--- config.mk ---
export PLATFORM = sky130hd
export DESIGN_NAME = bpc_second
export DESIGN_NICKNAME = d
export VERILOG_FILES = /design/src/bpc_pkg.sv /design/src/bpc_second.sv
export SDC_FILE = /design/constraint.sdc
export NUM_CORES = 2
export LEC_CHECK = 0
export BUFFER_PORTS_ARGS = -buffer_cell sky130_fd_sc_hd__clkbuf_2
export CELL_PAD_IN_SITES_DETAIL_PLACEMENT = 2
export CELL_PAD_IN_SITES_GLOBAL_PLACEMENT = 2
export CORE_MARGIN = 3
export CORE_UTILIZATION = 42
export CTS_CLUSTER_SIZE = 30
export DETAILED_ROUTE_END_ITERATION = 10
export GPL_ROUTABILITY_DRIVEN = 0
export PLACE_DENSITY_LB_ADDON = 0.1
export SLEW_MARGIN = 10
export SYNTH_ARGS = -nofsm -noshare
export SYNTH_HDL_FRONTEND = slang
export SYNTH_SLANG_ARGS = --single-unit
--- constraint.sdc ---
create_clock -name clock -period 21.8 [get_ports clock]
set_clock_uncertainty 0.2 [all_clocks]
set_input_delay 6.54 -clock clock [delete_from_list [all_inputs] [get_ports clock]]
set_output_delay 6.54 -clock clock [all_outputs]
set_load 0.02 [all_outputs]
--- src/bpc_pkg.sv ---
`timescale 1ns / 1ps

package bpc_pkg;

   localparam int RAW_W   = 24;
   localparam int CAL_W   = 16;
   localparam int DT_W    = 25;
   localparam int PROD_W  = 42;
   localparam int SQ_W    = 50;
   localparam int TEMP1_W = 19;
   localparam int TEMP_W  = 20;
   localparam int WIDE_W  = 40;
   localparam int T2_W    = 17;
   localparam int SQR_W   = 38;
   localparam int PRESS_W = 26;
   localparam int CSR_W   = 3;

   localparam logic signed [TEMP1_W-1:0] TEMP_REF_CENTIDEG = 19'sd2000;
   localparam logic signed [TEMP1_W-1:0] TEMP_VERY_COLD    = -19'sd1500;
   localparam logic signed [TEMP1_W-1:0] VERY_COLD_SHIFT   =
      TEMP_REF_CENTIDEG - TEMP_VERY_COLD;

   localparam logic signed [WIDE_W-1:0] OFF2_A_COEF  = 40'sd5;
   localparam logic signed [WIDE_W-1:0] OFF2_B_COEF  = 40'sd7;
   localparam logic signed [WIDE_W-1:0] SENS2_B_COEF = 40'sd11;

   localparam logic signed [PRESS_W-1:0] PRESS_MIN = -26'sd33554432;
   localparam logic signed [PRESS_W-1:0] PRESS_MAX = 26'sd33554431;

   typedef enum logic [CSR_W-1:0] {
      CSR_PRESS_SENS,
      CSR_PRESS_OFF,
      CSR_SENS_TC,
      CSR_OFF_TC,
      CSR_TEMP_REF,
      CSR_TEMP_SLOPE
   } bpc_csr_type;

   typedef struct packed {
      logic [CAL_W-1:0] press_sens;
      logic [CAL_W-1:0] press_off;
      logic [CAL_W-1:0] sens_tc;
      logic [CAL_W-1:0] off_tc;
      logic [CAL_W-1:0] temp_ref;
      logic [CAL_W-1:0] temp_slope;
   } bpc_cal_type;

   typedef struct packed {
      logic [RAW_W-1:0]          d1;
      logic signed [TEMP1_W-1:0] temp1;
      logic signed [TEMP1_W-1:0] a;
      logic signed [TEMP1_W-1:0] b;
      logic signed [WIDE_W-1:0]  off1;
      logic signed [WIDE_W-1:0]  sens1;
      logic [T2_W-1:0]           t2;
   } bpc_first_type;

   typedef struct packed {
      logic [RAW_W-1:0]         d1;
      logic signed [TEMP_W-1:0] temp;
      logic signed [WIDE_W-1:0] off;
      logic signed [WIDE_W-1:0] sens;
   } bpc_second_type;

endpackage

--- src/bpc_second.sv ---
`timescale 1ns / 1ps

module bpc_second (
   input  logic                    clock,
   input  logic                    reset,
   input  logic                    in_valid,
   output logic                    in_ready,
   input  bpc_pkg::bpc_first_type  in_data,
   output logic                    out_valid,
   input  logic                    out_ready,
   output bpc_pkg::bpc_second_type out_item
);

   logic s4_vld_ff, s5_vld_ff, s6_vld_ff;
   logic s4_rdy, s5_rdy, s6_rdy;

   bpc_pkg::bpc_first_type             s4_ff;
   logic signed [bpc_pkg::SQR_W-1:0]   a2_in, a2_ff;
   logic signed [bpc_pkg::SQR_W-1:0]   b2_in, b2_ff;
   logic                               cold_ff, vcold_ff;

   logic signed [bpc_pkg::WIDE_W-1:0]  a2x, b2x, a5, b7, b11;
   logic signed [bpc_pkg::WIDE_W-1:0]  off2_in, off2_ff;
   logic signed [bpc_pkg::WIDE_W-1:0]  sens2_in, sens2_ff;
   logic signed [bpc_pkg::TEMP_W-1:0]  temp_in, temp_s5_ff;
   logic signed [bpc_pkg::WIDE_W-1:0]  off1_s5_ff, sens1_s5_ff;
   logic [bpc_pkg::RAW_W-1:0]          d1_s5_ff;
   bpc_pkg::bpc_second_type            s6_in, s6_ff;

   assign s6_rdy    = !s6_vld_ff || out_ready;
   assign s5_rdy    = !s5_vld_ff || s6_rdy;
   assign s4_rdy    = !s4_vld_ff || s5_rdy;
   assign in_ready  = s4_rdy;
   assign out_valid = s6_vld_ff;
   assign out_item  = s6_ff;

   assign a2_in = in_data.a * in_data.a;
   assign b2_in = in_data.b * in_data.b;

   assign a2x = 40'(a2_ff);
   assign b2x = 40'(b2_ff);
   assign a5  = a2x * bpc_pkg::OFF2_A_COEF;
   assign b7  = b2x * bpc_pkg::OFF2_B_COEF;
   assign b11 = b2x * bpc_pkg::SENS2_B_COEF;

   always_comb begin
      off2_in  = '0;
      sens2_in = '0;
      if (vcold_ff) begin
         off2_in  = (a5 >>> 1) + b7;
         sens2_in = (a5 >>> 2) + (b11 >>> 1);
      end else if (cold_ff) begin
         off2_in  = a5 >>> 1;
         sens2_in = a5 >>> 2;
      end
   end

   assign temp_in = 20'(s4_ff.temp1)
                    - (cold_ff ? $signed({3'b000, s4_ff.t2}) : 20'sd0);

   always_comb begin
      s6_in.d1   = d1_s5_ff;
      s6_in.temp = temp_s5_ff;
      s6_in.off  = off1_s5_ff - off2_ff;
      s6_in.sens = sens1_s5_ff - sens2_ff;
   end

   always_ff @(posedge clock) begin
      if (reset) begin
         s4_vld_ff <= 1'b0;
         s5_vld_ff <= 1'b0;
         s6_vld_ff <= 1'b0;
      end else begin
         if (s4_rdy) s4_vld_ff <= in_valid;
         if (s5_rdy) s5_vld_ff <= s4_vld_ff;
         if (s6_rdy) s6_vld_ff <= s5_vld_ff;
      end
   end

   always_ff @(posedge clock) begin
      if (s4_rdy) begin
         s4_ff    <= in_data;
         a2_ff    <= a2_in;
         b2_ff    <= b2_in;
         cold_ff  <= in_data.a < 0;
         vcold_ff <= in_data.b < 0;
      end
      if (s5_rdy) begin
         off2_ff     <= off2_in;
         sens2_ff    <= sens2_in;
         temp_s5_ff  <= temp_in;
         off1_s5_ff  <= s4_ff.off1;
         sens1_s5_ff <= s4_ff.sens1;
         d1_s5_ff    <= s4_ff.d1;
      end
      if (s6_rdy) begin
         s6_ff <= s6_in;
      end
   end

endmodule

* Word level (Yosys, flattened, before mapping)
Cells that the tools add are included.
Word-level totals: register bits 549, output and inout bits 126, word-level logic and storage cells 45, bits of input ports 182
Cells by class: add/sub/neg operators 5, reduce and logical (&&, ||, !) cells 6, order comparisons 2, $mul 5, mux-type cells 5
Operator list (count):
- $mux W40 | 4
- $mul A38 B4 Y40 const B | 2
- $sub A40 B40 Y40 | 2
- $mul A19 B19 Y38 | 2
- $add A38 B39 Y40 | 1
- $add A39 B40 Y40 | 1
- $mul A38 B5 Y40 const B | 1
- $lt A19 B1 Y1 const B | 2
- $sub A19 B18 Y20 | 1
- $mux W17 | 1
- $logic_not A1 Y1 | 3
- $logic_or A1 B1 Y1 | 3

* Logic depth before layout (Yosys ltp)
depth after elaboration 4, depth in mapped cells 29, depth with buffers taken out 28

* Least setup slack after synthesis
OpenSTA, ideal clock, no wires.
path kind input-to-output, start point in out_ready, end point out in_ready, data arrival time 11.422 ns, path slack 3.638 ns, buffers on the path 0, stages on the path 3, cell sequence nor2b_1 -> and2_1 -> nand2_1
On the way: cells in the longest elaborated chain, start to end 3
Ends and longest elaborated chain:
- start: declaration | RTL line bpc_second.sv:10 | input logic out_ready,
- $logic_or A1 B1 Y1 | RTL line bpc_second.sv:30 | assign s6_rdy = !s6_vld_ff || out_ready;
- $logic_or A1 B1 Y1 | RTL line bpc_second.sv:31 | assign s5_rdy = !s5_vld_ff || s6_rdy;
- $logic_or A1 B1 Y1 | RTL line bpc_second.sv:32 | assign s4_rdy = !s4_vld_ff || s5_rdy;
- end: declaration | RTL line bpc_second.sv:7 | output logic in_ready,
Every way passes these cells.

* Worst setup path in the final report
Same ends and word-level chain as after synthesis.

==> metrics <==
run status=finished clean; PostCTS Resize Cnt=0; Async S/R FF share, synth=0; Setup violations, final=0; share of layout cells above drive strength 1=0.0787; Min Clock Period, post-route=14.96 ns; clk slew on worst S/H paths=0.06 ns; share of the synthesized area in the top cell type=0.283; Post-CTS Setup Inserts=0; Clock Tree Buf Depth=3; flops & latches, synth=546; number of flops mapped to enable cells by yosys=543; max-slew violation count=0; Finished Cell Area=0.0633 sq mm; die area=0.142 sq mm; CTS tree=built; DRT iter0 DRCs=2,424; Syn-to-layout area delta=9.80%; number of I/O pins=308; met3 wire len=6000 microns; Yosys Warn Count=0; Nets=7,292; worst slew pin tran=1.02 ns; initial antenna violation count=11; M1 WL=79,300 microns; Crit Path Max Fanout=33; Syn Inst Count=5,454; Root Buffer=clkbuf_16; worst endpoint required time=15.06 ns; vias in the first global route=46.5k; kind of critical path=in2out; post-route ant nets=0; GRT Resource Usage Total=0.257; top sig layer=met5; Routed wire per std cell=24.0 microns; metal2 WL=92,500 microns; Avg Inst Size Synth=10.6 sq um; Core Region=0.136 sq mm; drt pass-1 iters=6; hpwl dp=148,000 microns; f_max=66.8 MHz; Synth area leader=edfxtp_1; crit path DAT=8.22 ns; first-pass GRT wire length=280,000 microns; Synth area leaders=edfxtp_1, fa_1, ha_1; most common cell in the netlist=inv_1; Yosys cell types=73; Syn Std Cell Area=0.0577 sq mm; Vias/cell=5.33; number of port buffers=307; cell row count=135; Final period util=0.686; Primary FF master, synth=edfxtp_1; htree depth=2; count of final hold-check violations=0; footprint of the multi-input gates=0.0363 sq mm; Worst-Skew Late Latency=0.67 ns; CTS buffer count=61; Crit. End Element=primary output; Via Count=40.4k; final setup TNS=0 ns; grt ovf=0; Sink Count=546; MaxCap Viol Count=0; DRT Wirelength=181,000 microns; register area share after synthesis=0.284; slew margin rel.=0.315; # fillers=14.2k; Initial Util=0.425; placed cell area=0.0612 sq mm; register area=0.0164 sq mm; hold crit path type=reg2reg; Post-synth top cells=inv_1, fa_1, ha_1, edfxtp_1, nand2_1; DRC viols=0; largest net degree at the start of global routing=125; RSZ-0062 raised after global routing=false; DIE WIDTH=377 microns; CP startpoint kind=input pin; Hold-fix buffers, CTS=0; DIE HEIGHT=377 microns
[area by class of cell]
class | instances | share of cell area
multi-input combinational | 3571 | 0.573
sequential | 546 | 0.259
inverter | 1232 | 0.0732
tap | 1781 | 0.0352
timing repair buffer | 321 | 0.0261
clock buffer | 72 | 0.0251
clock inverter | 42 | 0.00830
antenna | 9 | 0.000356
[state kept, by name (all words and copies together) (netlist names)]
| register | count |
|---|---|
| s4_ff | 140 |
| out_item | 124 |
| off1_s5_ff | 40 |
| off2_ff | 40 |
| sens1_s5_ff | 40 |
| sens2_ff | 39 |
| a2_ff | 37 |
| b2_ff | 37 |
| d1_s5_ff | 24 |
| temp_s5_ff | 20 |
| cold_ff | 1 |
| out_valid | 1 |
| s4_vld_ff | 1 |
| s5_vld_ff | 1 |
| vcold_ff | 1 |
[cells by family (layout without fill, tap and decap cells)]
group,after synthesis,in the layout,share of synthesized area
other,1,11,0.0000650
multiplexers,7,7,0.00122
AO/OA/AOI/OAI,850,850,0.0958
flip-flops,546,546,0.284
buffers and inverters,1338,1667,0.0871
XOR/XNOR,331,331,0.0503
AND/OR/NAND/NOR,1004,1004,0.0830
adder cells (fa/ha/maj),1377,1377,0.399
[worst max-delay path, cell delays in order]
cell and delay (ns):
clkbuf_2 0.08, nor2b_1 0.36, and2_1 0.42, nand2_4 0.42, clkbuf_2 0.37
[per-stage QoR]
stage | hold WS (ns) | utilization | setup WS, ns | std cells
after global routing | 0.228 | 0.466 | 6.75 | 7573
after CTS | 0.222 | 0.466 | 6.80 | 7565
after floorplan | 0.200 | - | 3.64 | 5455
final | 0.219 | 0.466 | 6.84 | 7574
after global placement | 0.201 | 0.450 | 6.91 | 7451
after detailed placement | 0.205 | 0.450 | 6.82 | 7451
[per-layer routing]
metal / up-vias / global-route usage
met3: 175 / 0.0229
met5: - / 0
met1: 21300 / 0.337
li1: 18200 / -
met2: 717 / 0.462
met4: 2 / 0.0518
[path summary, 6_finish.rpt]
kind	from	to	slack, ns	cells past startpoint
hold / removal	s4_ff[19]	sens1_s5_ff[2]	0.22	0
setup reg to reg	a2_ff[3]	off2_ff[39]	13.89	25
hold reg to reg	s4_ff[19]	sens1_s5_ff[2]	0.22	0
setup / recovery	out_ready	in_ready	6.84	5
[cells in the final DEF (no fill, tap or decap), types with 19 or more instances in the layout]
master,Yosys,final
nand2_1,396,395
and2_1,109,109
o21bai_1,40,40
nor2b_1,67,66
o21a_1,42,42
a21oi_1,237,237
nand3_1,45,45
a31oi_1,23,23
and3_1,31,31
xnor2_1,221,221
nand4_1,30,30
nor3_1,33,33
xor2_1,110,110
clkbuf_2,0,307
clkbuf_16,0,62
ha_1,610,610
inv_1,1231,1229
nor2_1,179,179
fa_1,767,767
o22ai_1,21,21
nand2b_1,56,56
or3_1,19,19
edfxtp_1,543,543
o21ai_0,165,165
a21o_1,150,150
Power is not shown: default switching activity piles up to over one toggle a cycle in this logic, so the estimate is an artifact.
