File: config.mk
export PLATFORM = sky130hd
export DESIGN_NAME = bpc_front
export DESIGN_NICKNAME = d
export VERILOG_FILES = /design/src/bpc_pkg.sv /design/src/bpc_front.sv
export SDC_FILE = /design/constraint.sdc
export NUM_CORES = 2
export LEC_CHECK = 0
export ABC_AREA = 1
export ABC_CLOCK_PERIOD_IN_PS = 10150
export BUFFER_PORTS_ARGS = -buffer_cell sky130_fd_sc_hd__clkbuf_2
export CAP_MARGIN = 30
export CORE_MARGIN = 2
export CORE_UTILIZATION = 65
export DETAILED_ROUTE_END_ITERATION = 8
export GPL_TIMING_DRIVEN = 0
export PLACE_DENSITY = 0.83
export SLEW_MARGIN = 20
export SYNTH_ARGS = -nofsm -noshare
export SYNTH_HDL_FRONTEND = slang
export SYNTH_SLANG_ARGS = --single-unit
File: constraint.sdc
create_clock -name clock -period 10.15 [get_ports clock]
set_input_delay 2.03 -clock clock [delete_from_list [all_inputs] [get_ports clock]]
set_output_delay 2.03 -clock clock [all_outputs]
set_load 0.1 [all_outputs]
File: src/bpc_pkg.sv
`timescale 1ns / 1ps

package bpc_pkg;

   localparam int RAW_W   = 24;
   localparam int CAL_W   = 16;
   localparam int DT_W    = 25;
   localparam int PROD_W  = 42;
   localparam int SQ_W    = 50;
   localparam int TEMP1_W = 19;
   localparam int TEMP_W  = 20;
   localparam int WIDE_W  = 40;
   localparam int T2_W    = 17;
   localparam int SQR_W   = 38;
   localparam int PRESS_W = 26;
   localparam int CSR_W   = 3;

   localparam logic signed [TEMP1_W-1:0] TEMP_REF_CENTIDEG = 19'sd2000;
   localparam logic signed [TEMP1_W-1:0] TEMP_VERY_COLD    = -19'sd1500;
   localparam logic signed [TEMP1_W-1:0] VERY_COLD_SHIFT   =
      TEMP_REF_CENTIDEG - TEMP_VERY_COLD;

   localparam logic signed [WIDE_W-1:0] OFF2_A_COEF  = 40'sd5;
   localparam logic signed [WIDE_W-1:0] OFF2_B_COEF  = 40'sd7;
   localparam logic signed [WIDE_W-1:0] SENS2_B_COEF = 40'sd11;

   localparam logic signed [PRESS_W-1:0] PRESS_MIN = -26'sd33554432;
   localparam logic signed [PRESS_W-1:0] PRESS_MAX = 26'sd33554431;

   typedef enum logic [CSR_W-1:0] {
      CSR_PRESS_SENS,
      CSR_PRESS_OFF,
      CSR_SENS_TC,
      CSR_OFF_TC,
      CSR_TEMP_REF,
      CSR_TEMP_SLOPE
   } bpc_csr_type;

   typedef struct packed {
      logic [CAL_W-1:0] press_sens;
      logic [CAL_W-1:0] press_off;
      logic [CAL_W-1:0] sens_tc;
      logic [CAL_W-1:0] off_tc;
      logic [CAL_W-1:0] temp_ref;
      logic [CAL_W-1:0] temp_slope;
   } bpc_cal_type;

   typedef struct packed {
      logic [RAW_W-1:0]          d1;
      logic signed [TEMP1_W-1:0] temp1;
      logic signed [TEMP1_W-1:0] a;
      logic signed [TEMP1_W-1:0] b;
      logic signed [WIDE_W-1:0]  off1;
      logic signed [WIDE_W-1:0]  sens1;
      logic [T2_W-1:0]           t2;
   } bpc_first_type;

   typedef struct packed {
      logic [RAW_W-1:0]         d1;
      logic signed [TEMP_W-1:0] temp;
      logic signed [WIDE_W-1:0] off;
      logic signed [WIDE_W-1:0] sens;
   } bpc_second_type;

endpackage

File: src/bpc_front.sv
`timescale 1ns / 1ps

module bpc_front (
   input  logic                    clock,
   input  logic                    reset,
   input  bpc_pkg::bpc_cal_type    cal,
   input  logic                    in_valid,
   output logic                    in_ready,
   input  logic [bpc_pkg::RAW_W-1:0] in_pressure,
   input  logic [bpc_pkg::RAW_W-1:0] in_temperature,
   output logic                    out_valid,
   input  logic                    out_ready,
   output bpc_pkg::bpc_first_type  out_item
);

   logic s1_vld_ff, s2_vld_ff, s3_vld_ff;
   logic s1_rdy, s2_rdy, s3_rdy;

   logic signed [bpc_pkg::DT_W-1:0]   dt_in, dt_ff;
   logic [bpc_pkg::RAW_W-1:0]         d1_s1_ff, d1_s2_ff;
   logic signed [bpc_pkg::PROD_W-1:0] pt_in, pt_ff;
   logic signed [bpc_pkg::PROD_W-1:0] poff_in, poff_ff;
   logic signed [bpc_pkg::PROD_W-1:0] psens_in, psens_ff;
   logic signed [bpc_pkg::SQ_W-1:0]   pdd_in, pdd_ff;
   logic signed [bpc_pkg::TEMP1_W-1:0] a_in;
   bpc_pkg::bpc_first_type            s3_in, s3_ff;

   assign s3_rdy   = !s3_vld_ff || out_ready;
   assign s2_rdy   = !s2_vld_ff || s3_rdy;
   assign s1_rdy   = !s1_vld_ff || s2_rdy;
   assign in_ready = s1_rdy;
   assign out_valid = s3_vld_ff;
   assign out_item  = s3_ff;

   assign dt_in = $signed({1'b0, in_temperature}) - $signed({1'b0, cal.temp_ref, 8'h00});

   assign pt_in    = dt_ff * $signed({1'b0, cal.temp_slope});
   assign poff_in  = dt_ff * $signed({1'b0, cal.off_tc});
   assign psens_in = dt_ff * $signed({1'b0, cal.sens_tc});
   assign pdd_in   = dt_ff * dt_ff;

   assign a_in = $signed(pt_ff[bpc_pkg::PROD_W-1:23]);

   always_comb begin
      s3_in.d1    = d1_s2_ff;
      s3_in.a     = a_in;
      s3_in.temp1 = a_in + bpc_pkg::TEMP_REF_CENTIDEG;
      s3_in.b     = a_in + bpc_pkg::VERY_COLD_SHIFT;
      s3_in.off1  = $signed({8'd0, cal.press_off, 16'd0})
                    + 40'($signed(poff_ff[bpc_pkg::PROD_W-1:7]));
      s3_in.sens1 = $signed({9'd0, cal.press_sens, 15'd0})
                    + 40'($signed(psens_ff[bpc_pkg::PROD_W-1:8]));
      s3_in.t2    = pdd_ff[47:31];
   end

   always_ff @(posedge clock) begin
      if (reset) begin
         s1_vld_ff <= 1'b0;
         s2_vld_ff <= 1'b0;
         s3_vld_ff <= 1'b0;
      end else begin
         if (s1_rdy) s1_vld_ff <= in_valid;
         if (s2_rdy) s2_vld_ff <= s1_vld_ff;
         if (s3_rdy) s3_vld_ff <= s2_vld_ff;
      end
   end

   always_ff @(posedge clock) begin
      if (s1_rdy) begin
         dt_ff    <= dt_in;
         d1_s1_ff <= in_pressure;
      end
      if (s2_rdy) begin
         pt_ff    <= pt_in;
         poff_ff  <= poff_in;
         psens_ff <= psens_in;
         pdd_ff   <= pdd_in;
         d1_s2_ff <= d1_s1_ff;
      end
      if (s3_rdy) begin
         s3_ff <= s3_in;
      end
   end

endmodule

Yosys cells after proc, flatten, opt, wreduce, memory -nomap -nowiden:

Index checks and enable logic that the tools add are counted.
W data, S select, Z words.

* add/sub/neg operators: 5
* multipliers: 4
* reductions and logical operators: 6

Operator list (count)
* $mul A25 B17 Y42: 3
* $mul A25 B25 Y48: 1
* $add A33 B35 Y36: 1
* $add A32 B34 Y35: 1
* $sub A24 B24 Y25: 1
* $add A19 B12 Y19 const B: 1
* $add A19 B13 Y19 const B: 1
* $logic_not A1 Y1: 3
* $logic_or A1 B1 Y1: 3

* register bits: 428
* input bits: 148
* word-level logic and storage cells: 32

Logic depth before layout (Yosys ltp):

* depth after elaboration: 4
* depth in mapped cells: 33
* gate-level depth less buffers: 30

Worst setup path after synthesis:

Ideal clock, no wire load.

* kind: input -> output
* from: in out_ready
* to: out in_ready
* arrival: 7.558 ns
* required time: 8.120 ns
* path slack: 0.562 ns
* stages: 4
* cell sequence: inv_1 > nand2_1 > nor2_1 > nand2_1

* word-level cells in the longest chain between the ends: 3

Ends and longest elaborated chain
* start: declaration: line bpc_front.sv:12 `input logic out_ready,`
* $logic_or A1 B1 Y1: line bpc_front.sv:28 `assign s3_rdy = !s3_vld_ff || out_ready;`
* via s3_rdy: line bpc_front.sv:17 `logic s1_rdy, s2_rdy, s3_rdy;`
* $logic_or A1 B1 Y1: line bpc_front.sv:29 `assign s2_rdy = !s2_vld_ff || s3_rdy;`
* $logic_or A1 B1 Y1: line bpc_front.sv:30 `assign s1_rdy = !s1_vld_ff || s2_rdy;`
* end: declaration: line bpc_front.sv:8 `output logic in_ready,`

The timed path passes the listed nets, and every way through them passes these cells.

Worst setup path in the final report:

* from: reg dt_ff[8] (netlist bit)
* to: reg pdd_ff[46] (netlist bit), data pin

* word-level cells in the longest chain between the ends: 1

Ends and longest elaborated chain
* start: declaration: line bpc_front.sv:19 `logic signed [bpc_pkg::DT_W-1:0] dt_in, dt_ff;`
* start signal: assignment: line bpc_front.sv:70 `dt_ff <= dt_in;`
* $mul A25 B25 Y48: line bpc_front.sv:40 `assign pdd_in = dt_ff * dt_ff;`
* via pdd_in, one bit: line bpc_front.sv:24 `logic signed [bpc_pkg::SQ_W-1:0] pdd_in, pdd_ff;`
* end signal: assignment: line bpc_front.sv:77 `pdd_ff <= pdd_in;`
* end: declaration: line bpc_front.sv:24

The timed path passes the listed nets, and every way through them passes these cells.
A chain may end at the register's enable or synchronous reset.

==> metrics.md <==
| Metric | Value |
|---|---|
| Status | complete, no violations |
| Starting Density | between 60 and 70% |
| CP max stage cell | buf_1 |
| WL/cell | ~23 µm |
| # resized after CTS | 0 |
| Flop-to-flop setup slack | around 1.4 ns |
| # nets final | about 12,000 |
| Hold Path Class | reg2reg |
| Number of synthesized flops with an enable pin | about 340 |
| RSZ-0062 raised after global routing | false |
| Highest-count cells in the layout ignoring fill and taps | inv_1, nand2_1, fa_1 |
| Vias/cell | around 5.6 |
| Initial DRT Pass Iterations | 7 |
| Die X | approximately 360 µm |
| Yosys top cell area share | a little over two fifths |
| Maximum clock frequency | around 110 MHz |
| CTS tree | yes |
| Vias in the first global route | slightly below 70,000 |
| Critical path class | reg2reg |
| Largest net degree at the start of global routing | 70 |
| Critical Path AT | 9.18 ns |
| Worst hold start | psens_ff[14] |
| Number of buffers created by CTS | 40 |
| Row cnt | roughly 130 |
| CP delay by family, top | adder cells |
| Most used cell, CP | fa_1 |
| Die Y | ~360 µm |
| Gate Count Post-Synth | ~9,700 |
| Worst setup margin | approximately 1.4 ns |
| Design area | between 0.08 and 0.09 mm² |
| Period Utilization, post-route | between 80 and 90% |
| Min-Delay Endpoint | out_item[23] |
| Initial antenna violation count | 19 |
| Netlist cell types | 47 |
| Final Setup Violations | 0 |
| Dpl hpwl | 223.2 mm |
| Worst Setup SP | dt_ff[8] |
| Total GRT Usage | around 43% |
| Global-route wire length before repair | around 400 mm |
| Worst setup EP type | flop |
| Core area | 0.1233 mm² |
| CTS clk-pin slew, worst paths | around 0.06 ns |
| Area after DPL | 0.08482 mm² |
| Rel. slew slack | between 20% and 30% |
| CP Buf/Inv Count | 8 |
| Synth Area per Inst | 8.317 µm² |
| Vias | approximately 66,000 |
| Capture point of the worst reg-to-reg path | pdd_ff[46] |
| Net Count, Synth | 12,091 |
| Sequential area share after synthesis | roughly 13% |
| Clk Latency, worst-skew pair | between 0.6 and 0.7 ns |
| Dpl ws | 1.330 ns |
| H-tree lvl count | 2 |
| Clock buffer depth | 3 |
| Hold Fails Final Rpt | 0 |
| Clock root buffer | clkbuf_16 |
| Clock sinks | approximately 340 |
| Post-Syn Area | around 0.081 mm² |
| CP Launch Type | flop |
| Max cap viols | 0 |
| Buffers on Ports | ~290 |
| Worst Tran Pin Value | 1.178 ns |
| Share of synthesized registers carrying an async set or reset | 0% |
| Max incr delay on CP | approximately 0.84 ns |
| Period minus WS final | ~8.8 ns |
| Most common cell after layout, fill and taps aside | inv_1 |
| Io pins | 328 |
| Required time of the worst setup path | approximately 11 ns |
| Share of layout cells above drive strength 1 | 5.282% |
| Routed wire length | approximately 270 mm |
| # hold bufs at CTS | 0 |
| Total grt overflow | 0 |
| Full die area | about 0.13 mm² |
| Yosys warnings | 0 |
| Worst R2R Path Depth | 25 |
| Drc violations | 0 |
| Gp weighted congestion | 1.093 |
| Area contributors post-synth | fa_1, inv_1, edfxtp_1, nand2_1, ha_1 |
| DRT iter0 DRCs | about 7,000 |
| Top cell type by total area after synthesis | fa_1 |
| Setup Fix Bufs, Post-CTS | 0 |
| Post-route ant nets | 0 |
| Synthesized flop and latch total | between 300 and 400 |
| Hold Path Cell Cnt | 0 |
| Clock skew | between 0.05 and 0.06 ns |
| Area grow syn2layout | 7.275% |
| CP max FO | 10 |
| Primary FF master, synth | edfxtp_1 |
| RR Startpoint | dt_ff[8] |
| Final Max Slew Viols | 0 |
-- worst max path at each step --
stage,endpoint,cells after the start
2_1_floorplan,in_ready,4
3_3_place_gp,in_ready,6
3_5_place_dp,pt_ff[41],20
4_1_cts,pdd_ff[46],25
5_1_grt,pdd_ff[46],25
6_report,pdd_ff[46],25
-- flip-flops by register name, indices dropped and copies added (netlist names) --
register / count
pdd_ff: 17
s1_vld_ff: 1
out_item: 163
psens_ff: 34
out_valid: 1
s2_vld_ff: 1
d1_s2_ff: 24
d1_s1_ff: 24
dt_ff: 25
poff_ff: 35
pt_ff: 19
-- layer usage --
metal	routed length (µm)	global-route usage, %
met1	95750	54.45
met4	20080	26.14
met2	118700	66.17
met5	374	1.623
met3	30650	12.40
-- kinds of logic (layout without fill, tap and decap cells) --
group | Yosys count | in the layout | share of synthesized area (%)
simple gates | 3165 | 3165 | 15.56
buf+inv | 3336 | 3762 | 15.62
flops | 344 | 344 | 12.79
xor+xnor | 135 | 135 | 1.468
other cells | 0 | 17 | 0
compound gates | 445 | 445 | 3.067
fa+ha+maj | 2259 | 2259 | 51.49
-- metrics by stage --
step / instances / setup TNS (ns) / hold WS, ns / util (%)
3_5_place_dp: 11658 / 0 / 0.4045 / 68.78
2_1_floorplan: 9684 / 0 / 0.4003 / -
5_1_grt: 11755 / 0 / 0.4193 / 70.05
4_1_cts: 11730 / 0 / 0.4173 / 69.86
6_report: 11764 / 0 / 0.4153 / 70.07
3_3_place_gp: 11606 / -204.87 / 0.4005 / 68.13
-- area by class of cell --
type,count,area [µm²]
repair buffers,354,2376
fillers,9929,36910
multi-input cells,6004,57670
well taps,1637,2048
inverters,2980,11190
plain buffers,356,1434
flip-flops and latches,344,10300
clock buffers,49,1055
diodes,17,42.54
clock inverters,23,280.3
-- synth_stat cells, types with 4 or more instances --
library cell,instances
o21ai_2,5
xor2_1,93
buf_2,5
nor3_1,35
o21bai_1,30
inv_1,2974
a21boi_0,6
fa_1,1759
nor2_1,353
o21a_1,10
a21o_1,21
ha_1,500
nor4_1,4
nand2_1,2493
nor3_2,9
nand2_2,24
buf_4,15
edfxtp_1,341
o21ai_1,13
a21oi_1,243
nor2_2,7
buf_1,25
nand3b_1,10
nand3_1,155
o21ai_0,100
xnor2_1,42
nand4_1,58
inv_2,5
clkbuf_1,311
a21oi_2,6
Power is not shown: default switching activity piles up to over one toggle a cycle in this logic, so the estimate is an artifact.
