===== src/bpc_pkg.sv =====
`timescale 1ns / 1ps

package bpc_pkg;

   localparam int RAW_W   = 24;
   localparam int CAL_W   = 16;
   localparam int DT_W    = 25;
   localparam int PROD_W  = 42;
   localparam int SQ_W    = 50;
   localparam int TEMP1_W = 19;
   localparam int TEMP_W  = 20;
   localparam int WIDE_W  = 40;
   localparam int T2_W    = 17;
   localparam int SQR_W   = 38;
   localparam int PRESS_W = 26;
   localparam int CSR_W   = 3;

   localparam logic signed [TEMP1_W-1:0] TEMP_REF_CENTIDEG = 19'sd2000;
   localparam logic signed [TEMP1_W-1:0] TEMP_VERY_COLD    = -19'sd1500;
   localparam logic signed [TEMP1_W-1:0] VERY_COLD_SHIFT   =
      TEMP_REF_CENTIDEG - TEMP_VERY_COLD;

   localparam logic signed [WIDE_W-1:0] OFF2_A_COEF  = 40'sd5;
   localparam logic signed [WIDE_W-1:0] OFF2_B_COEF  = 40'sd7;
   localparam logic signed [WIDE_W-1:0] SENS2_B_COEF = 40'sd11;

   localparam logic signed [PRESS_W-1:0] PRESS_MIN = -26'sd33554432;
   localparam logic signed [PRESS_W-1:0] PRESS_MAX = 26'sd33554431;

   typedef enum logic [CSR_W-1:0] {
      CSR_PRESS_SENS,
      CSR_PRESS_OFF,
      CSR_SENS_TC,
      CSR_OFF_TC,
      CSR_TEMP_REF,
      CSR_TEMP_SLOPE
   } bpc_csr_type;

   typedef struct packed {
      logic [CAL_W-1:0] press_sens;
      logic [CAL_W-1:0] press_off;
      logic [CAL_W-1:0] sens_tc;
      logic [CAL_W-1:0] off_tc;
      logic [CAL_W-1:0] temp_ref;
      logic [CAL_W-1:0] temp_slope;
   } bpc_cal_type;

   typedef struct packed {
      logic [RAW_W-1:0]          d1;
      logic signed [TEMP1_W-1:0] temp1;
      logic signed [TEMP1_W-1:0] a;
      logic signed [TEMP1_W-1:0] b;
      logic signed [WIDE_W-1:0]  off1;
      logic signed [WIDE_W-1:0]  sens1;
      logic [T2_W-1:0]           t2;
   } bpc_first_type;

   typedef struct packed {
      logic [RAW_W-1:0]         d1;
      logic signed [TEMP_W-1:0] temp;
      logic signed [WIDE_W-1:0] off;
      logic signed [WIDE_W-1:0] sens;
   } bpc_second_type;

endpackage


===== src/bpc_press.sv =====
`timescale 1ns / 1ps

module bpc_press (
   input  logic                                clock,
   input  logic                                reset,
   input  logic                                in_valid,
   output logic                                in_ready,
   input  bpc_pkg::bpc_second_type             in_data,
   output logic                                out_valid,
   input  logic                                out_ready,
   output logic signed [bpc_pkg::TEMP_W-1:0]   out_temp,
   output logic signed [bpc_pkg::PRESS_W-1:0]  out_press
);

   logic s7_vld_ff, s8_vld_ff, s9_vld_ff;
   logic s7_rdy, s8_rdy, s9_rdy;

   logic [43:0]                        pl_in, pl_ff;
   logic signed [44:0]                 ph_in, ph_ff;
   logic signed [bpc_pkg::TEMP_W-1:0]  temp_s7_ff, temp_s8_ff, temp_s9_ff;
   logic signed [bpc_pkg::WIDE_W-1:0]  off_s7_ff, off_s8_ff;
   logic signed [63:0]                 prod_in, prod_ff;
   logic signed [42:0]                 x_in;
   logic [27:0]                        p28;
   logic signed [bpc_pkg::PRESS_W-1:0] press_in, press_ff;

   assign s9_rdy    = !s9_vld_ff || out_ready;
   assign s8_rdy    = !s8_vld_ff || s9_rdy;
   assign s7_rdy    = !s7_vld_ff || s8_rdy;
   assign in_ready  = s7_rdy;
   assign out_valid = s9_vld_ff;
   assign out_temp  = temp_s9_ff;
   assign out_press = press_ff;

   assign pl_in = in_data.d1 * in_data.sens[19:0];
   assign ph_in = $signed({1'b0, in_data.d1}) * $signed(in_data.sens[39:20]);

   assign prod_in = (64'(ph_ff) <<< 20) + $signed({20'd0, pl_ff});

   assign x_in = $signed(prod_ff[63:21]) - 43'(off_s8_ff);
   assign p28  = x_in[42:15];

   always_comb begin
      if ((p28[27:25] == 3'b000) || (p28[27:25] == 3'b111)) begin
         press_in = $signed(p28[25:0]);
      end else if (p28[27]) begin
         press_in = bpc_pkg::PRESS_MIN;
      end else begin
         press_in = bpc_pkg::PRESS_MAX;
      end
   end

   always_ff @(posedge clock) begin
      if (reset) begin
         s7_vld_ff <= 1'b0;
         s8_vld_ff <= 1'b0;
         s9_vld_ff <= 1'b0;
      end else begin
         if (s7_rdy) s7_vld_ff <= in_valid;
         if (s8_rdy) s8_vld_ff <= s7_vld_ff;
         if (s9_rdy) s9_vld_ff <= s8_vld_ff;
      end
   end

   always_ff @(posedge clock) begin
      if (s7_rdy) begin
         pl_ff      <= pl_in;
         ph_ff      <= ph_in;
         temp_s7_ff <= in_data.temp;
         off_s7_ff  <= in_data.off;
      end
      if (s8_rdy) begin
         prod_ff    <= prod_in;
         temp_s8_ff <= temp_s7_ff;
         off_s8_ff  <= off_s7_ff;
      end
      if (s9_rdy) begin
         press_ff   <= press_in;
         temp_s9_ff <= temp_s8_ff;
      end
   end

endmodule


===== config.mk =====
export PLATFORM = sky130hd
export DESIGN_NAME = bpc_press
export DESIGN_NICKNAME = d
export VERILOG_FILES = /design/src/bpc_pkg.sv /design/src/bpc_press.sv
export SDC_FILE = /design/constraint.sdc
export NUM_CORES = 2
export LEC_CHECK = 0
export BUFFER_PORTS_ARGS = -buffer_cell sky130_fd_sc_hd__buf_2
export CORE_UTILIZATION = 35
export CTS_CLUSTER_SIZE = 25
export DETAILED_ROUTE_END_ITERATION = 10
export MAX_ROUTING_LAYER = met4
export PLACE_DENSITY = 0.57
export SYNTH_ARGS = -nofsm -noshare
export SYNTH_HDL_FRONTEND = slang
export SYNTH_SLANG_ARGS = --single-unit

===== constraint.sdc =====
create_clock -name clock -period 7.7 [get_ports clock]
set_input_delay 0.385 -clock clock [delete_from_list [all_inputs] [get_ports clock]]
set_output_delay 0.385 -clock clock [all_outputs]
set_load 0.02 [all_outputs]

---- Word-level counts from Yosys, hierarchy flattened ----
Index checks and enable logic that the tools add are counted.
word-level totals
  logic and storage cells ................. 27
  input bits .............................. 128
  register bits after elaboration ......... 321
operators by class
  reduce and logical (&&, ||, !) cells .... 8
  mux-type cells .......................... 2
  add/subtract/negate cells ............... 2
  equal/unequal tests ..................... 1
  multiply operators ...................... 2
operators by type and width
  operator            number
  $add 64x45->64      1
  $mux 26             2
  $mul 24x20->44      1
  $mul 25x20->44      1
  $sub 43x40->43      1
  $logic_or 1x1->1    4
  $eq 3x3->1 const B  1
  $logic_not 1->1     3
  $logic_not 3->1     1

---- Logic depth before layout (Yosys ltp) ----
  depth in word-level cells ............... 4
  mapped depth ............................ 29
  gate-level depth less buffers ........... 27

---- Worst setup path before layout ----
No wires, ideal clock.
  path kind ............................... input port to flip-flop
  from .................................... input port in_data[2] (netlist name)
  to ...................................... register pl_ff[39] (data pin)
  buffers on the path ..................... 1
  arrival time ............................ 6.758 ns
  setup time .............................. 0.266 ns
  slack ................................... 0.676 ns
  stages on the path ...................... 27
  cell sequence ........................... clkbuf_1 -> and2_1 -> fa_1 -> fa_1 -> inv_1 -> fa_1 -> inv_1 -> fa_1 -> inv_1 -> fa_1 -> inv_1 -> fa_1 -> inv_1 -> fa_1 -> inv_1 -> ha_1 -> a21oi_1 -> a21boi_0 -> o2111ai_1 -> o211ai_2 -> a311o_1 -> a41o_2 -> a21oi_4 -> o21ai_2 -> a2111oi_2 -> nor3_1 -> xor2_1
on the way
  cells in the longest elaborated chain, start to end .. 1
ends and longest elaborated chain
  what                    RTL line         RTL
  start: declaration      bpc_press.sv:8   input bpc_pkg::bpc_second_type in_data,
  $mul 24x20->44          bpc_press.sv:35  assign pl_in = in_data.d1 * in_data.sens[19:0];
  net pl_in[39]           bpc_press.sv:18  logic [43:0] pl_in, pl_ff;
  end signal: assignment  bpc_press.sv:67  pl_ff <= pl_in;
  end: declaration        bpc_press.sv:18
The timed path passes the listed nets, and every way through them passes these cells.
A chain may end at the register's enable or synchronous reset.

---- Final worst setup path ----
  from .................................... input port in_data[25] (netlist name)
  to ...................................... register ph_ff[42] (data pin)
on the way
  cells in the longest elaborated chain, start to end .. 1
ends and longest elaborated chain
  what                    RTL line         RTL
  $mul 25x20->44          bpc_press.sv:36  assign ph_in = $signed({1'b0, in_data.d1}) * $signed(in_data.sens[39:20]);
  net ph_in[42]           bpc_press.sv:19  logic signed [44:0] ph_in, ph_ff;
  end signal: assignment  bpc_press.sv:68  ph_ff <= ph_in;
  end: declaration        bpc_press.sv:19
The timed path passes the listed nets, and every way through them passes these cells.

==> impl_metrics.py <==
metrics = {
    "status": {
        "run_status": "completed",
    },
    "layout": {
        "nets": 5799,
        "utilization_pct": 39.20,
        "fillers": 11970,
        "drive_gt1_share_pct": 8.926,
        "area_growth_pct": 11.03,
    },
    "min_path": {
        "worstHoldPathType": "input port to flip-flop",
        "hold_path_end": "off_s7_ff[26]",
        "worstHoldStart": "in_data[66]",
        "whs_path_depth": 1,
    },
    "die": {
        "chipWidth_um": 352.6,
        "io_pins": 176,
        "coreArea_mm2": 0.1219,
        "start_util_pct": 35.30,
        "die_h_um": 352.6,
        "die_area_mm2": 0.1243,
        "rows": 128,
    },
    "detailed_routing": {
        "vias": 29140,
        "dr.first_iter.drc_count": 1678,
        "drt_pre_antenna_iters": 5,
        "avgViaCountPerCell": 4.737,
        "wl_met1_mm": 51.81,
        "postRouteAntennaNets": 0,
        "drc": 0,
        "dr_wl_met2_mm": 51.88,
        "wl_per_cell_um": 18.19,
        "routed_wl_mm": 111.9,
        "highest_layer": "met4",
        "met3_length_mm": 6.062,
    },
    "timing": {
        "slew_headroom_pct": 38.39,
        "finalSetupViolations": 0,
        "rsz0062_at_grt": "false",
        "worst_pin_slew_ps": 924.2,
        "fin_skew_ps": 12.28,
        "finalWorstSetupSlack_ps": 603.4,
        "timing.fmax_mhz": 140.9,
        "tns_ps": 0,
        "finalMaxSlewViolations": 0,
        "post-route-min-period_ps": 7097,
        "fin_crit_sh_pct": 92.16,
        "hold_viol": 0,
    },
    "logic_synthesis": {
        "synth_edf_count": 277,
        "ys_ff_latch": 280,
        "synth_warnings": 0,
        "seq_area_frac_synth_pct": 19.47,
        "synthesis.nets": 5604,
        "syn_avg_cell_area_um2": 10.01,
        "syn_area_mm2": 0.04303,
        "synth_cells": 4300,
        "synthArstFlopShare_pct": 0,
        "ys_types": 82,
        "ys.flop_type": "edfxtp_1",
    },
    "global_route": {
        "grt.total_usage_pct": 18.89,
        "antenna_found_initial": 14,
        "grt_overflow_total": 0,
        "grt_pass1_vias": 31530,
        "grt_pass1_wl_mm": 179.5,
        "grt_max_degree": 71,
    },
    "setup_path": {
        "end_kind": "flip-flop",
        "cp.arrival_ps": 7380,
        "crit_slowest_cell": "fa_1",
        "worstSetupPathType": "input port to flip-flop",
        "crit_required_ps": 7980,
        "ff2ff_path_depth": 13,
        "cp_common_cell": "fa_1",
        "r2r_start": "off_s8_ff[7]",
        "critPathMaxFanout": 15,
        "r2r_end": "out_press[4]",
        "worst-path-stages": 26,
        "cp_num_buf_inv": 6,
        "cpPeakStageDelay_ps": 560,
        "critical_path.top_delay_family": "adder cells",
        "critPathLaunchType": "input port",
        "rrSetupSlack_ps": 4200,
    },
    "placed_design": {
        "dp_hpwl_mm": 91.16,
        "place_congestion": 0.8810,
        "portBuffers": 175,
        "dp_slack_ps": 98.40,
    },
    "clock_network": {
        "clock_latency_ps": 540,
        "cts.root.buffer_cell": "clkbuf_16",
        "numCtsBuffers": 27,
        "post_cts.repair.setup_buffers": 0,
        "cts_buffer_depth": 3,
        "cts_tree": "yes",
        "h-tree-depth": 1,
        "clkSinkCount": 280,
        "clk_pin_slew_ps": 70,
    },
    "flow_run": {
        "maxCapViolCount": 0,
    },
}
final cells by class:
class                           count  area [um^2]  area share (%)
Antenna cell                       12        30.03         0.06286
Tap cell                         1625         2033           4.256
Inverter                          939         3527           7.383
Multi-Input combinational cell   2890        30380           63.59
Timing Repair Buffer              357         2512           5.259
Clock buffer                       30        686.9           1.438
Sequential cell                   280         8378           17.54
Clock inverter                     19        226.5          0.4741
registers in the layout, summed over array words and instances (netlist names):
register    flops
pl_ff          24
temp_s8_ff     20
s7_vld_ff       1
off_s8_ff      40
out_temp       20
ph_ff          44
out_press      26
out_valid       1
off_s7_ff      40
temp_s7_ff     20
prod_ff        43
s8_vld_ff       1
worst max-delay path by stage:
stage	slack (ps)	to	startpoint
final	600	ph_ff[42]	in_data[25]
after CTS	670	ph_ff[42]	in_data[25]
after detailed placement	100	ph_ff[42]	in_data[25]
after global routing	230	ph_ff[42]	in_data[25]
after global placement	150	ph_ff[42]	in_data[108]
after floorplan	680	pl_ff[39]	in_data[2]
cells in the final DEF, fill, tap and decap left out, drive strengths merged, types with 6 or more instances in the layout:
master       synthesis  final
inv                939    941
fa                 785    785
nand2              533    533
and2               471    471
ha                 391    391
buf                  7    314
edfxtp             277    277
a21oi              109    109
xnor2               96     96
a21o                89     89
nor2                74     74
o21ai               52     52
dlygate4sd3          0     43
xor2                38     38
clkbuf             184     30
nand2b              26     26
nand3               26     26
nand4               20     20
a31oi               18     18
nor2b               15     15
o21bai              15     15
and3                14     14
diode                0     12
nor3                12     12
a211oi              11     11
clkinv               0      9
o211ai               8      8
o21a                 8      8
a21boi               8      8
a31o                 7      7
and4                 6      6
Yosys cell counts, types with 15 or more instances:
cell type	count	area, um^2
o21ai_0	43	215.2
a31oi_1	15	93.84
inv_1	939	3525
o21bai_1	15	112.6
edfxtp_1	277	8318
xor2_1	38	332.8
xnor2_1	96	840.8
clkbuf_1	182	683.2
nor2_1	74	277.8
and2_1	471	2947
a21o_1	82	615.6
nand2b_1	26	162.7
nand2_1	533	2001
nand4_1	20	125.1
ha_1	391	4892
nor2b_1	15	93.84
nand3_1	26	130.1
a21oi_1	103	515.5
fa_1	785	15720
worst reg2reg max path, delay by kind of cell (launching register included):
kind,cells,cell delay (ps)
flip-flops,1,330
buffers and inverters,1,40
AO/OA/AOI/OAI,8,1690
adder cells (fa/ha/maj),1,310
AND/OR/NAND/NOR,2,720
XOR/XNOR,1,160
metrics by stage:
stage | std cells | hold WS [ps] | instance area, um^2
2_1_floorplan | 4300 | 400.3 | 43030
3_3_place_gp | 6048 | 401.1 | 46400
3_5_place_dp | 6048 | 404.5 | 46400
4_1_cts | 6140 | 1.344 | 47740
5_1_grt | 6151 | 6.280 | 47770
6_report | 6152 | 33.59 | 47770
kinds of logic (layout without fill, tap and decap cells):
| family | after synthesis | after routing | share of synthesized area, % |
|---|---|---|---|
| muxes | 1 | 1 | 0.02327 |
| buffers and inverters | 1130 | 1345 | 9.940 |
| adders and majority gates | 1176 | 1176 | 47.90 |
| and+or+nand+nor | 1216 | 1216 | 14.14 |
| other | 0 | 12 | 0 |
| AOI/OAI and AO/OA | 363 | 363 | 5.799 |
| DFF | 280 | 280 | 19.47 |
| xor gates and xnor gates | 134 | 134 | 2.728 |
metal layers:
metal / vias up / GRT usage [%]
met5: - / -
met4: 0 / 3.661
li1: 13520 / -
met1: 14750 / 25.96
met3: 113 / 1.853
met2: 760 / 30.43
what timing repair did:
action | CTS | global route
hold endpoints to repair | 45 | 0
hold buffers | 43 | 0
resized for setup | 0 | 0
Power is left out: the tool's default activity adds up to more than one toggle a clock period on the data nets, which glitch-free logic cannot reach.
